===== src/rtl/cbf_pkg.sv =====
// cbf_pkg: widths, constants and word types shared by the cubic b-spline
// fetch offset block. No dependencies; compiled before every other file.
package cbf_pkg;

  // field widths
  localparam int COORD_W = 17;
  localparam int RES_W   = 11;
  localparam int FRAC_W  = 16;
  localparam int POS_W   = 19;
  localparam int WGT_W   = 18;

  // resolution clamp default
  localparam int MAX_RES_DEF = 1024;

  // cell index: cell < 2*res with res below 2^RES_W
  localparam int CELL_W = RES_W + 2;

  // ratio numerators and denominators (weights times 6, Q.48)
  localparam int RAT_W    = 51;
  localparam int RAT_FRAC = 32;
  localparam int RAT_Q_W  = RAT_FRAC + 1;

  // fetch position in Q.32 texel units, signed
  localparam int PLACE_W = 47;

  // position divide: quotient carries one extra bit for rounding
  localparam int POS_Q_W = POS_W;
  localparam int POS_N_W = RES_W + POS_Q_W;

  // blend weight: divide by three through a reciprocal
  localparam int Y_W        = 18;
  localparam int RECIP3_W   = 19;
  localparam int RECIP3     = 349526;
  localparam int RECIP3_SH  = 20;
  localparam int GM_W       = 17;

  localparam int HALF_Q16 = 32768;
  localparam int ONE_Q16  = 65536;
  localparam int POS_LIM  = 131072;
  localparam int WGT_LIM  = 65536;

  // op codes
  localparam logic OP_VALUE = 1'b0;
  localparam logic OP_DERIV = 1'b1;

  // cell and blend weight that ride along with the ratio divide
  typedef struct packed {
    logic signed [CELL_W-1:0] texel_idx;
    logic signed [WGT_W-1:0]  g;
  } side_t;

  // ratio divide job out of the weight pipeline
  typedef struct packed {
    logic [RAT_W-1:0] n0;
    logic [RAT_W-1:0] d0;
    logic [RAT_W-1:0] n1;
    logic [RAT_W-1:0] d1;
    side_t            side;
  } job_t;

  // signs and blend weight that ride along with the position divide
  typedef struct packed {
    logic                    neg0;
    logic                    neg1;
    logic signed [WGT_W-1:0] g;
  } place_t;

endpackage


===== src/rtl/cbf_pos_prep.sv =====
// cbf_pos_prep: one stage that rounds the two ratios and forms the signed
// texel positions, handing magnitudes to the position divide. Depends on cbf_pkg.
module cbf_pos_prep (
  input  logic                        clk,
  input  logic                        rst_n,
  input  logic                        en,
  input  logic                        in_valid,
  input  logic [cbf_pkg::RAT_Q_W-1:0] in_q0,
  input  logic [cbf_pkg::RAT_Q_W-1:0] in_q1,
  input  cbf_pkg::side_t              in_side,
  output logic                        out_valid,
  output logic [cbf_pkg::POS_N_W-1:0] out_n0,
  output logic [cbf_pkg::POS_N_W-1:0] out_n1,
  output cbf_pkg::place_t             out_place
);
  import cbf_pkg::*;

  localparam int SH = FRAC_W - 1;

  logic                      vld_r;
  logic [RAT_Q_W:0]          sum0, sum1;
  logic [RAT_Q_W-1:0]        r0, r1;
  logic signed [PLACE_W-1:0] cellx, p0, p1;
  logic [PLACE_W-1:0]        mag0, mag1;

  // ratios rounded to 32 fractional bits
  assign sum0 = {1'b0, in_q0} + (RAT_Q_W+1)'(1);
  assign sum1 = {1'b0, in_q1} + (RAT_Q_W+1)'(1);
  assign r0   = sum0[RAT_Q_W:1];
  assign r1   = sum1[RAT_Q_W:1];

  // tc - 0.5 + r0 and tc + 1.5 + r1 in Q.32 texels
  assign cellx = PLACE_W'($signed(in_side.texel_idx)) <<< 1;
  assign p0 = ((cellx - $signed(PLACE_W'(1))) <<< (RAT_FRAC - 1)) + $signed(PLACE_W'(r0));
  assign p1 = ((cellx + $signed(PLACE_W'(3))) <<< (RAT_FRAC - 1)) + $signed(PLACE_W'(r1));

  assign mag0 = p0[PLACE_W-1] ? PLACE_W'(-p0) : PLACE_W'(p0);
  assign mag1 = p1[PLACE_W-1] ? PLACE_W'(-p1) : PLACE_W'(p1);

  always_ff @(posedge clk) begin
    if (!rst_n) begin
      vld_r <= 1'b0;
    end else if (en) begin
      vld_r <= in_valid;
    end
  end

  always_ff @(posedge clk) begin
    if (en) begin
      out_n0         <= mag0[SH+POS_N_W-1:SH];
      out_n1         <= mag1[SH+POS_N_W-1:SH];
      out_place.neg0 <= p0[PLACE_W-1];
      out_place.neg1 <= p1[PLACE_W-1];
      out_place.g    <= in_side.g;
    end
  end

  assign out_valid = vld_r;

endmodule


===== config.mk =====
export PLATFORM = sky130hd
export DESIGN_NAME = cbf_pos_prep
export DESIGN_NICKNAME = d
export VERILOG_FILES = /design/src/rtl/cbf_pkg.sv /design/src/rtl/cbf_pos_prep.sv
export SDC_FILE = /design/constraint.sdc
export NUM_CORES = 1
export LEC_CHECK = 0
export ABC_AREA = 0
export BUFFER_PORTS_ARGS = -buffer_cell sky130_fd_sc_hd__buf_4
export CAP_MARGIN = 5
export CORE_UTILIZATION = 56
export CTS_BUF_LIST = sky130_fd_sc_hd__clkbuf_4
export DETAILED_ROUTE_END_ITERATION = 10
export GPL_TIMING_DRIVEN = 0
export HOLD_SLACK_MARGIN = 0.15
export PLACE_DENSITY = 0.84
export SLEW_MARGIN = 25
export SYNTH_ARGS = -nofsm -noshare
export SYNTH_HDL_FRONTEND = slang
export SYNTH_SLANG_ARGS = --single-unit

===== constraint.sdc =====
create_clock -name clk -period 7.7 [get_ports clk]
set_input_delay 1.925 -clock clk [delete_from_list [all_inputs] [get_ports clk]]
set_output_delay 1.925 -clock clk [all_outputs]
set_load 0.01 [all_outputs]

==> reports/results.tsv <==
metric	value	unit
ios	182	
r2r-end	out_valid$_SDFFE_PN0P_	
synthTopCellsByArea	edfxtp_1 (33%), xnor2_1 (10%), xor2_1 (5.6%)	
critPathTopFamily	simple AND/OR/NAND/NOR gates	
syn_area	7220	um^2
filler_cell_count	1045	
drive_gt1_share	20.5	%
r2r_start	out_valid$_SDFFE_PN0P_	
nets	1136	
drtIter0Drc	830	
p_seq_share	45.6	%
syn-instance-count	846	
drtPass1Iterations	8	
crit_fanout	8	
crit_buf_inv	2	
final_cell_mix	buf_4 (169), xnor2_1 (85), edfxtp_1 (80)	
clk_latency	450	ps
synth_top_cell_by_area	edfxtp_1	
clk_pin_slew	140	ps
grt_pass1_wl	29.9	mm
root_buffer	clkbuf_4	
die_w	116	um
required	7920	ps
rsz0062_at_grt	false	
vias	7205	
switching_power	380	uW
gr-usage-met3	3.35	%
cts_tree	built	
multi_input_area	4540	um^2
antenna_found_initial	0	
syn_area_per_cell	8.53	um^2
dieArea	13300	um^2
core	12600	um^2
ctsResizeCount	0	
crit_type	in -> reg	
start_util	57.4	%
drv_cap	0	
grt_pass1_vias	6059	
ctsHoldBuffers	0	
htreeDepth	3	
crit_chain	buf_4 > ha_1 > nand4_1 > or4_1 > nor3_1 > nand3_1 > xor2_1 > inv_1 > fa_1 > nand2_1 > o311ai_0 > o211ai_1 > xor2_1 > nand2_1 > nor4_1 > nand3b_1 > o41ai_2 > xnor2_1	
hp-class	reg -> reg	
slowest_stage	or4_1	
use_met2	44.0	%
finClkSkew	0	ps
met1_usage	40.2	%
drc_errors	0	
tightest_slew	1050	ps
p_per_area	137	nW/um^2
leakage	3.19	nW
hold_path.startpoint	out_valid$_SDFFE_PN0P_	
synth_cell_types	72	
holdPathEnd	out_valid$_SDFFE_PN0P_	
num_rows	41	
p_clk_share	26.1	%
p_sw_share	31.2	%
synth-edff-count	80	
drv_slew	0	
die_y	116	um
outcome	completed	
finalWirelength	19.3	mm
cp-startpoint	in_q1[0]	
total_power	1.22	mW
start_kind	input port	
mostFrequentLayoutCell	buf_4	
period_minus_slack	6990	ps
synth_top_area_share	33.3	%
max_stage_delay	670	ps
tns	0	ps
fin_crit_sh	90.8	%
finalSetupViolations	0	
io_buffers	168	
vias_per_cell	5.99	
grt_max_degree	82	
wl_per_cell	16.0	um
cts_buffer_depth	2	
hpwl	14.8	mm
syn_nets	957	
fmax	143	MHz
ff_latch_area	2420	um^2
area_delta_synth_final	22.9	%
whs_path_depth	2	
gr-max-usage-layer	met2	
ir_drop	0.0000789	V
cp.arrival	7210	ps
numCtsBuffers	9	
combPwrFrac	28.3	%
grtUsageTotal	28.3	%
cts_setup_buffers	0	
gp_congestion	0.962	
final_hold_viol_count	0	
grt-ovfl-total	0	
r2r_setup_slack	7100	ps
synth_warnings	0	
ys_seq_elements	81	
cp-end-kind	flop	
antenna_left	0	
clock_sinks	81	
seq_area_frac_synth	33.6	%
async_flop_share	0	%
slew_headroom	30.0	%
r2r_cells	2	
p_int	836	uW
ys.flop_type	edfxtp_1	
==> power groups by stage <==
stage | clock network [mW] | logic, mW | registers, mW
floorplan | 0 | 0.152 | 0.588
global placement | 0 | 0.334 | 0.564
detailed placement | 0 | 0.340 | 0.566
CTS | 0.319 | 0.341 | 0.555
global route | 0.333 | 0.373 | 0.559
finish | 0.317 | 0.344 | 0.554
==> synthesized netlist by cell type, types with 3 or more instances <==
master / count
a211o_1: 4
a211oi_1: 4
a21boi_0: 7
a21o_1: 4
a21oi_1: 30
a22o_1: 3
a311oi_1: 5
a31oi_1: 22
and2_1: 9
and3_1: 13
and3b_1: 4
and4_1: 15
buf_1: 6
buf_2: 5
clkbuf_1: 30
edfxtp_1: 80
ha_1: 8
inv_1: 24
mux2i_1: 8
nand2_1: 71
nand2b_1: 13
nand3_1: 54
nand4_1: 28
nand4b_1: 3
nor2_1: 66
nor2b_1: 10
nor3_1: 40
nor3b_1: 3
nor4_1: 18
o211ai_1: 9
o21a_1: 6
o21ai_0: 39
o22ai_1: 3
o41ai_1: 3
or2_2: 8
or3_1: 8
or4_1: 8
xnor2_1: 85
xor2_1: 46
==> kinds of logic (layout without fill, tap and decap cells) <==
group / Yosys count / after routing / share of synthesized area (%)
simple gates: 384 / 384 / 28.5
compound gates: 165 / 165 / 15.2
xor+xnor: 131 / 131 / 15.9
flops: 81 / 81 / 33.6
buf+inv: 66 / 250 / 3.57
fa+ha+maj: 10 / 10 / 1.94
mux: 9 / 9 / 1.27
other cells: 0 / 1 / 0
==> final cells by class <==
class	count	share of cell area, %
antenna	1	0.0282
multi-input combinational	699	51.1
clock buffer	9	0.761
buffer	42	1.89
inverter	24	1.02
sequential	81	27.3
timing repair buffer	168	14.2
clock inverter	7	1.23
tap	172	2.43
==> routing by layer <==
| layer | up-vias | part of all wire, % |
|---|---|---|
| met5 | - | 0 |
| met4 | 0 | 2.7 |
| met3 | 45 | 9.1 |
| met2 | 359 | 44 |
| met1 | 3282 | 44 |
| li1 | 3519 | - |
==> worst register-to-register path, stage by stage, from the launching register on <==
cell and delay [ps]:
dfxtp_1 340, mux2i_1 120, nor2b_1 60
==> registers in the layout (all words and copies together) (netlist names) <==
signal,cells
out_n1,30
out_valid,1
out_place,20
out_n0,30
==> how the worst max path moves through the flow <==
stage | endpoint | slack (ps) | cells past startpoint
2_1_floorplan | out_n1[29]$_DFFE_PP_ | 1350 | 17
3_3_place_gp | out_n1[29]$_DFFE_PP_ | 360 | 18
3_5_place_dp | out_n1[29]$_DFFE_PP_ | 320 | 18
4_1_cts | out_n1[29]$_DFFE_PP_ | 800 | 18
5_1_grt | out_n1[29]$_DFFE_PP_ | 350 | 18
6_report | out_n1[29]$_DFFE_PP_ | 710 | 18
==> stage by stage <==
step	worst slack (ps)	hold WS (ps)	instance area, um^2	instances	util [%]
finish	710	536	8870	1203	70.6
global route	347	569	8870	1202	70.6
CTS	804	538	8870	1202	70.6
detailed placement	325	507	8690	1186	69.2
global placement	365	503	8690	1186	69.2
floorplan	1350	538	7220	846	-
No activity file was read; power rests on OpenSTA's default activity.
