<file path="config.mk">
export PLATFORM = sky130hd
export DESIGN_NAME = cbf_div_pipe
export DESIGN_NICKNAME = d
export VERILOG_FILES = /design/src/rtl/cbf_div_pipe.sv
export SDC_FILE = /design/constraint.sdc
export NUM_CORES = 1
export LEC_CHECK = 0
export ABC_AREA = 1
export BUFFER_PORTS_ARGS = -buffer_cell sky130_fd_sc_hd__buf_2
export CAP_MARGIN = 15
export CORE_UTILIZATION = 30
export DETAILED_ROUTE_END_ITERATION = 12
export SLEW_MARGIN = 20
export SYNTH_ARGS = -nofsm -noshare
export SYNTH_HDL_FRONTEND = slang
export SYNTH_SLANG_ARGS = --single-unit
</file>
<file path="constraint.sdc">
create_clock -name clk -period 2.2 [get_ports clk]
set_input_delay 0.22 -clock clk [delete_from_list [all_inputs] [get_ports clk]]
set_output_delay 0.22 -clock clk [all_outputs]
set_load 0.1 [all_outputs]
</file>
<file path="src/rtl/cbf_div_pipe.sv">
// cbf_div_pipe: pipelined restoring divider, one quotient bit per stage,
// several lanes in lockstep plus a sideband. Standalone, no package use.
module cbf_div_pipe #(
  parameter int LANES = 2,
  parameter int DEN_W = 8,
  parameter int QUO_W = 8,
  parameter int SB_W  = 1
) (
  input  logic                   clk,
  input  logic                   rst_n,
  input  logic                   en,
  input  logic                   in_valid,
  input  logic [DEN_W+QUO_W-1:0] in_num [LANES],
  input  logic [DEN_W-1:0]       in_den [LANES],
  input  logic [SB_W-1:0]        in_sb,
  output logic                   out_valid,
  output logic [QUO_W-1:0]       out_quo [LANES],
  output logic [SB_W-1:0]        out_sb
);

  // top DEN_W bits of the numerator must be below the divisor
  logic [QUO_W-1:0] vld_r;
  logic [DEN_W-1:0] rem_r   [QUO_W][LANES];
  logic [DEN_W-1:0] den_r   [QUO_W][LANES];
  logic [QUO_W-1:0] qr_r    [QUO_W][LANES];
  logic [DEN_W-1:0] rem_nxt [QUO_W][LANES];
  logic [QUO_W-1:0] qr_nxt  [QUO_W][LANES];
  logic [DEN_W-1:0] rem_src [QUO_W][LANES];
  logic [DEN_W-1:0] den_src [QUO_W][LANES];
  logic [QUO_W-1:0] qr_src  [QUO_W][LANES];
  logic [SB_W-1:0]  sb_r    [QUO_W];

  // stage inputs: the entry word for the first stage, else the stage before
  always_comb begin
    for (int l = 0; l < LANES; l++) begin
      rem_src[0][l] = in_num[l][DEN_W+QUO_W-1:QUO_W];
      qr_src[0][l]  = in_num[l][QUO_W-1:0];
      den_src[0][l] = in_den[l];
    end
    for (int s = 1; s < QUO_W; s++) begin
      for (int l = 0; l < LANES; l++) begin
        rem_src[s][l] = rem_r[s-1][l];
        qr_src[s][l]  = qr_r[s-1][l];
        den_src[s][l] = den_r[s-1][l];
      end
    end
  end

  // one compare-subtract per stage; quotient bits shift in from the bottom
  always_comb begin
    logic [DEN_W:0] trial;
    for (int s = 0; s < QUO_W; s++) begin
      for (int l = 0; l < LANES; l++) begin
        trial = {rem_src[s][l], qr_src[s][l][QUO_W-1]};
        if (trial >= {1'b0, den_src[s][l]}) begin
          rem_nxt[s][l] = DEN_W'(trial - {1'b0, den_src[s][l]});
          qr_nxt[s][l]  = {qr_src[s][l][QUO_W-2:0], 1'b1};
        end else begin
          rem_nxt[s][l] = trial[DEN_W-1:0];
          qr_nxt[s][l]  = {qr_src[s][l][QUO_W-2:0], 1'b0};
        end
      end
    end
  end

  // valid bits
  always_ff @(posedge clk) begin
    if (!rst_n) begin
      vld_r <= '0;
    end else if (en) begin
      vld_r <= {vld_r[QUO_W-2:0], in_valid};
    end
  end

  // stage payload
  always_ff @(posedge clk) begin
    if (en) begin
      sb_r[0] <= in_sb;
      for (int s = 1; s < QUO_W; s++) begin
        sb_r[s] <= sb_r[s-1];
      end
      for (int s = 0; s < QUO_W; s++) begin
        for (int l = 0; l < LANES; l++) begin
          rem_r[s][l] <= rem_nxt[s][l];
          qr_r[s][l]  <= qr_nxt[s][l];
          den_r[s][l] <= den_src[s][l];
        end
      end
    end
  end

  assign out_valid = vld_r[QUO_W-1];
  assign out_sb    = sb_r[QUO_W-1];
  always_comb begin
    for (int l = 0; l < LANES; l++) begin
      out_quo[l] = qr_r[QUO_W-1][l];
    end
  end

endmodule

</file>
==> run metrics, run 1 <==
Period Utilization, post-route=0.9215; flops & latches, synth=368; Worst Hold Class=in -> reg; pin count of the biggest net entering global routing=83; CP arrival=about 2.3 ns; most frequent CP cell=nand2_1; Largest delay share family, worst path=simple AND/OR/NAND/NOR gates; WHS=0.08578 ns; reg2reg end=rem_r[5][10]$_DFFE_PP_; actual slew at the worst max-slew pin=around 0.5 ns; Skew-Pair Late Insertion Delay=0.57 ns; post-route cell area=0.02309 mm²; Clock Tree Root=clkbuf_16; Max-slew headroom=0.6701; antenna fix cells=0; CTS clk-pin slew, worst paths=0.06 ns; # setup viols final=0; Worst R2R Path Depth=10; synth top area cells=edfxtp_1 55%, nand2_1 11%, ha_1 8.1%, inv_1 6.3%, nand3_1 5.2%; syn_area_per_cell=9.827 µm²; IO Count=71; Fin. Hold Viols=0; DR pass1 iterations=5; Synth cell types=31; Die Wd=259.0 µm; Crit path required time=roughly 2.5 ns; crit path buf inv count=2; vias per cell=4.347; routed wire length=37.28 mm; routed len/inst=about 12 µm; Crit path largest cell delay=0.46 ns; Min-Delay Path Depth=1; Syn. warnings=0; Layout Skew=0.01530 ns; f_max=0.4933 GHz; Die Y=between 200 and 300 µm; Cells after Synth=2017; multi-input logic area=0.007310 mm²; clock power share=0.283; PwrDens=1113 mW/mm²; Area growth, synth to finish=16.48%; critical path type=reg -> reg; Mapped Area=0.01982 mm²; Rows=93; initial antenna violation count=0; CORE AREA=roughly 0.065 mm²; Sink Count=368; Syn Nets=2212; number of buffers created by CTS=45; hold path start=en; DIE AREA=0.06710 mm²; post-synth top area share=0.5454; Max Slew Vio Count=0; RD Place Congestion=0.8605; reg2reg setup slack=0.17 ns; Comb power frac=0.326; layout cells sized above 1=0.1187; Post-Place Setup Slack=around 0.13 ns; CP max FO=9; Bufs on Longest Clock Path=3; Startpoint Class=flip-flop; Worst VDD drop=0.5242 mV; Post-layout nets=approximately 2400; status=finished, final reports clean; 1st-iter DRT viols=513; Antenna Nets Post-Route=0; Synth area leader=edfxtp_1; NetSw=0.008831 W; via count=13280; H-tree levels=2; number of max-cap violations=0; Hold Path End=den_r[4][15]$_DFFE_PP_; most common cell after layout, fill and taps aside=nand2_1; fillers=~6400; register area=0.01097 mm²; placed instance area=approximately 0.021 mm²; Slowest cell on crit path=edfxtp_1; Post-route DRC=0; Reg-to-Reg Start=den_r[4][11]$_DFFE_PP_; Worst setup EP type=flip-flop; setup TNS=0 ns; Overflow after GRT=0; RSZ-0062 raised after global routing=no; final setup margin=about 0.17 ns; LEAKAGE=10.58 nW; global-route wire length before repair=62.47 mm; Post CTS Setup Buffer Count=0; Int Pwr=0.01686 W; register area share after synthesis=0.5535; most frequent cells in the layout=567 x nand2_1, 360 x edfxtp_1, 331 x inv_1, 204 x nand3_1, 127 x ha_1; CTS tree=built; initial core utilization=0.3058; IO Port Bufs=70; vias in the first global route=13250; Final min period=around 2.0 ns; dpl hpwl=approximately 27 mm; Net Sw Frac=0.3437; GRT Overall Usage=0.1119; worst path cell trace=inv_1 -> ha_2 -> nand2_1 -> clkinv_1 -> a21oi_2 -> nand2_1 -> nand2_4 -> nand2_4 -> nand2_1 -> nand2_1; Seq pwr share=0.391
-- sequential cells by signal, summed over array words and instances, names as in the netlist --
| register | flops |
|---|---|
| qr_r | 128 |
| rem_r | 112 |
| den_r | 112 |
| sb_r | 8 |
| vld_r | 8 |
-- stage by stage --
stage | util | total power (W) | std cells
after floorplan | - | 0.01669 | 2017
after global placement | 0.3260 | 0.01836 | 2922
after detailed placement | 0.3260 | 0.01853 | 2922
after CTS | 0.3562 | 0.02606 | 3054
after global routing | 0.3562 | 0.02760 | 3054
final | 0.3562 | 0.02570 | 3054
-- Yosys cell counts, drive strengths merged --
cell type and n:
nor2 105, nand4 30, buf 32, inv 331
nor3 17, and2 4, edfxtp 360, ha 128
nand3b 7, or2 7, nand3 204, xor2 26
dfxtp 8, nand2 645, o21ai 10, xnor2 16
fa 14, clkinv 10, a21oi 63
-- timing repair --
item / in CTS / in global routing
hold endpoints to repair: 55 / 0
resized for setup: 0 / 1
setup endpoints to repair: 0 / 1
hold buffers: 50 / 0
-- worst register-to-register path: stages (launching register included) --
cell and delay (ns):
edfxtp_1 0.46, inv_1 0.10, ha_2 0.32, nand2_1 0.12, clkinv_1 0.10, a21oi_2 0.16
nand2_1 0.13, nand2_4 0.15, nand2_4 0.10, nand2_1 0.08, nand2_1 0.05
-- layer usage --
| metal | GRT usage | share of wire | vias to the layer above |
|---|---|---|---|
| met3 | 0.02011 | 0.037 | 63 |
| li1 | - | - | 6909 |
| met1 | 0.1364 | 0.45 | 6103 |
| met2 | 0.1962 | 0.49 | 202 |
| met5 | 0 | 0 | - |
| met4 | 0.04142 | 0.025 | 0 |
-- power by group through the flow --
stage	Clock [W]	Combinational, W	Sequential (W)
detailed placement	0	0.00832	0.0102
floorplan	0	0.00677	0.00992
finish	0.00727	0.00838	0.0100
global route	0.00782	0.00961	0.0102
CTS	0.00758	0.00842	0.0101
global placement	0	0.00817	0.0102
-- final cells by class --
type,instances,area share
Clock buffer,52,0.05175
Clock inverter,30,0.01138
Inverter,341,0.05544
Multi-Input combinational cell,1276,0.3166
Sequential cell,368,0.4752
Tap cell,855,0.04633
Timing Repair Buffer,132,0.04335
-- cells by family (layout without fill, tap and decap cells) --
group,count (synthesis),after routing,synth area share
adders and majority gates,142,142,0.09494
DFF,368,368,0.5535
xor gates and xnor gates,42,42,0.01856
and+or+nand+nor,1019,1019,0.2343
AOI/OAI and AO/OA,73,73,0.02089
buffers and inverters,373,555,0.07789
-- worst max-delay path by stage --
stage	start	cells after the start	to
6_report	den_r[4][11]$_DFFE_PP_	10	rem_r[5][10]$_DFFE_PP_
2_1_floorplan	rem_r[0][10]$_DFFE_PP_	9	rem_r[1][15]$_DFFE_PP_
4_1_cts	den_r[4][11]$_DFFE_PP_	10	rem_r[5][10]$_DFFE_PP_
3_3_place_gp	den_r[4][11]$_DFFE_PP_	10	rem_r[5][15]$_DFFE_PP_
5_1_grt	den_r[4][11]$_DFFE_PP_	10	rem_r[5][12]$_DFFE_PP_
3_5_place_dp	den_r[4][11]$_DFFE_PP_	10	rem_r[5][10]$_DFFE_PP_
(Power assumes the default switching activity.)
==> run 2: changes to the inputs <==
SETUP_SLACK_MARGIN = 0.2   (was unset)
==> run metrics, run 2 (synthesized netlist as in run 1, its figures left out) <==
Post-layout nets=2381 (was 2359); CTS tree=built (unchanged); Skew-Pair Late Insertion Delay=0.57 ns (about the same); Largest regs=qr_r: 128 flops, den_r: 112 flops, rem_r: 112 flops (unchanged); Startpoint Class=flip-flop (unchanged); multi-input logic area=0.007591 mm² (was 0.007310 mm²); Worst setup EP type=flip-flop (unchanged); critical path type=reg -> reg (unchanged); DR pass1 iterations=5 (unchanged); # placed instances=2922 (unchanged); vias per cell=4.367 (was 4.347); GRT Overall Usage=0.1120 (was 0.1119); actual slew at the worst max-slew pin=0.4983 ns (unchanged); PwrDens=1111 mW/mm² (was 1113 mW/mm²); status=finished, final reports clean (unchanged); antenna fix cells=0 (unchanged); 1st-iter DRT viols=496 (was 513); H-tree levels=2 (unchanged); CTS clk-pin slew, worst paths=0.06 ns (about the same); Bufs on Longest Clock Path=3 (unchanged); CP arrival=2.24 ns (was 2.33 ns); Crit path required time=2.51 ns (was 2.50 ns); number of buffers created by CTS=45 (unchanged); Die Y=259.0 µm (unchanged); initial antenna violation count=0 (unchanged); routed len/inst=12.41 µm (was 12.21 µm); f_max=0.5180 GHz (was 0.4933 GHz); via count=13430 (was 13280); max reg flops=128 (unchanged); Antenna Nets Post-Route=0 (unchanged); Max-slew headroom=0.6701 (unchanged); Overflow after GRT=0 (unchanged); LEAKAGE=10.72 nW (was 10.58 nW); layout cells sized above 1=0.1423 (was 0.1187); Layout Skew=0.01654 ns (was 0.01530 ns); IO Port Bufs=70 (unchanged); dpl hpwl=27.49 mm (unchanged); Period Utilization, post-route=0.8775 (was 0.9215); routed wire length=38.17 mm (was 37.28 mm); IO Count=71 (unchanged); Rows=93 (unchanged); Sink Count=368 (unchanged); final setup margin=0.2695 ns (was 0.1728 ns); Fin. Hold Viols=0 (unchanged); initial core utilization=0.3058 (unchanged); vias in the first global route=13260 (was 13250); # setup viols final=0 (unchanged); CORE AREA=0.06481 mm² (unchanged); Post-Place Setup Slack=0.1334 ns (unchanged); Max Slew Vio Count=0 (unchanged); Die Wd=259.0 µm (unchanged); global-route wire length before repair=62.50 mm (was 62.47 mm); Non-Filler Instances=3076 (was 3054); CP max FO=8 (was 9); Worst VDD drop=0.5273 mV (was 0.5242 mV); DIE AREA=0.06710 mm² (unchanged); Clock Tree Root=clkbuf_16 (unchanged); number of max-cap violations=0 (unchanged); Final Core Density=0.3628 (was 0.3562); register area=0.01097 mm² (unchanged); setup TNS=0 ns (unchanged); Area growth, synth to finish=18.63% (was 16.48%); Worst Hold Class=in -> reg (unchanged); RD Place Congestion=0.8605 (unchanged); most frequent cells in the layout=559 x nand2_1, 360 x edfxtp_1, 331 x inv_1, 204 x nand3_1, 112 x ha_1 (was 567 x nand2_1, 360 x edfxtp_1, 331 x inv_1, 204 x nand3_1, 127 x ha_1); pin count of the biggest net entering global routing=83 (unchanged); Final min period=1.930 ns (was 2.027 ns); RSZ-0062 raised after global routing=yes (was no); fillers=6341 (was 6394); most common cell after layout, fill and taps aside=nand2_1 (unchanged); Biggest register=qr_r (unchanged); Post-route DRC=0 (unchanged)
==> run 2: changes by cell type in the layout (fill, tap and decap cells not counted), moves of 4 or more <==
cell / change
buf_4: +14
ha_1: -15
ha_2: +5
ha_4: +10
nand2_1: -8
nand2_2: +8
nand2_4: +5
nor2_4: +4
nor3_1: -6
nor3_2: +6
==> run 2: metrics by stage <==
stage / hold WS, ns / area, µm² / power [W]
floorplan: 0.3189 / 19820 / 0.01669
global placement: 0.4003 / 21130 / 0.01836
detailed placement: 0.3988 / 21130 / 0.01853
CTS: 0.05919 / 23100 / 0.02606
global route: 0.07236 / 23520 / 0.02803
finish: 0.08984 / 23520 / 0.02613
==> run 2: area by class of cell <==
cell class	count	share of cell area
Sequential cell	368	0.4665
Multi-Input combinational cell	1282	0.3228
Inverter	341	0.05443
Clock buffer	52	0.05081
Timing Repair Buffer	148	0.04874
Tap cell	855	0.04549
Clock inverter	30	0.01117
==> run 2: path summary, 6_finish.rpt <==
| kind | start | to | slack (ns) | cells after the start |
|---|---|---|---|---|
| hold / removal | en | den_r[4][15]$_DFFE_PP_ | 0.09 | 1 |
| setup / recovery | rem_r[5][1]$_DFFE_PP_ | rem_r[6][7]$_DFFE_PP_ | 0.27 | 9 |
| setup reg to reg | rem_r[5][1]$_DFFE_PP_ | rem_r[6][7]$_DFFE_PP_ | 0.27 | 9 |
| hold reg to reg | qr_r[0][5]$_DFFE_PP_ | qr_r[0][22]$_DFFE_PP_ | 0.42 | 0 |
==> run 2: critical path, cell delays in order (launching register included) <==
cell and delay, ns:
edfxtp_1 0.41, ha_1 0.46, nand2_1 0.09, nor2_1 0.11, nand2_1 0.06, nor2_1 0.17
nor2_4 0.08, buf_4 0.16, nand3_1 0.08, nand2_1 0.07
==> run 2: report_power, final <==
part	switching [W]	internal, W	total, W	leakage [nW]
registers	0.000670	0.00941	0.0101	3.59
logic	0.00545	0.00332	0.00878	6.42
clock network	0.00292	0.00436	0.00727	0.713
total	0.00904	0.0171	0.0261	10.7
==> run 2: routing by layer <==
| layer | GRT usage | vias to the layer above | part of all wire |
|---|---|---|---|
| met2 | 0.1962 | 201 | 0.49 |
| met1 | 0.1364 | 6201 | 0.45 |
| li1 | - | 6963 | - |
| met5 | 0 | - | 0 |
| met3 | 0.02011 | 69 | 0.035 |
| met4 | 0.04142 | 0 | 0.026 |
==> run 2: repair_timing <==
item                                    CTS  global route
hold buffers                             50             0
gates cloned                              0             6
endpoints found under the hold margin    55             0
pin swaps                                 0             6
resized for setup                         1            43
setup buffers                             1            15
endpoints found under the setup margin    8            98
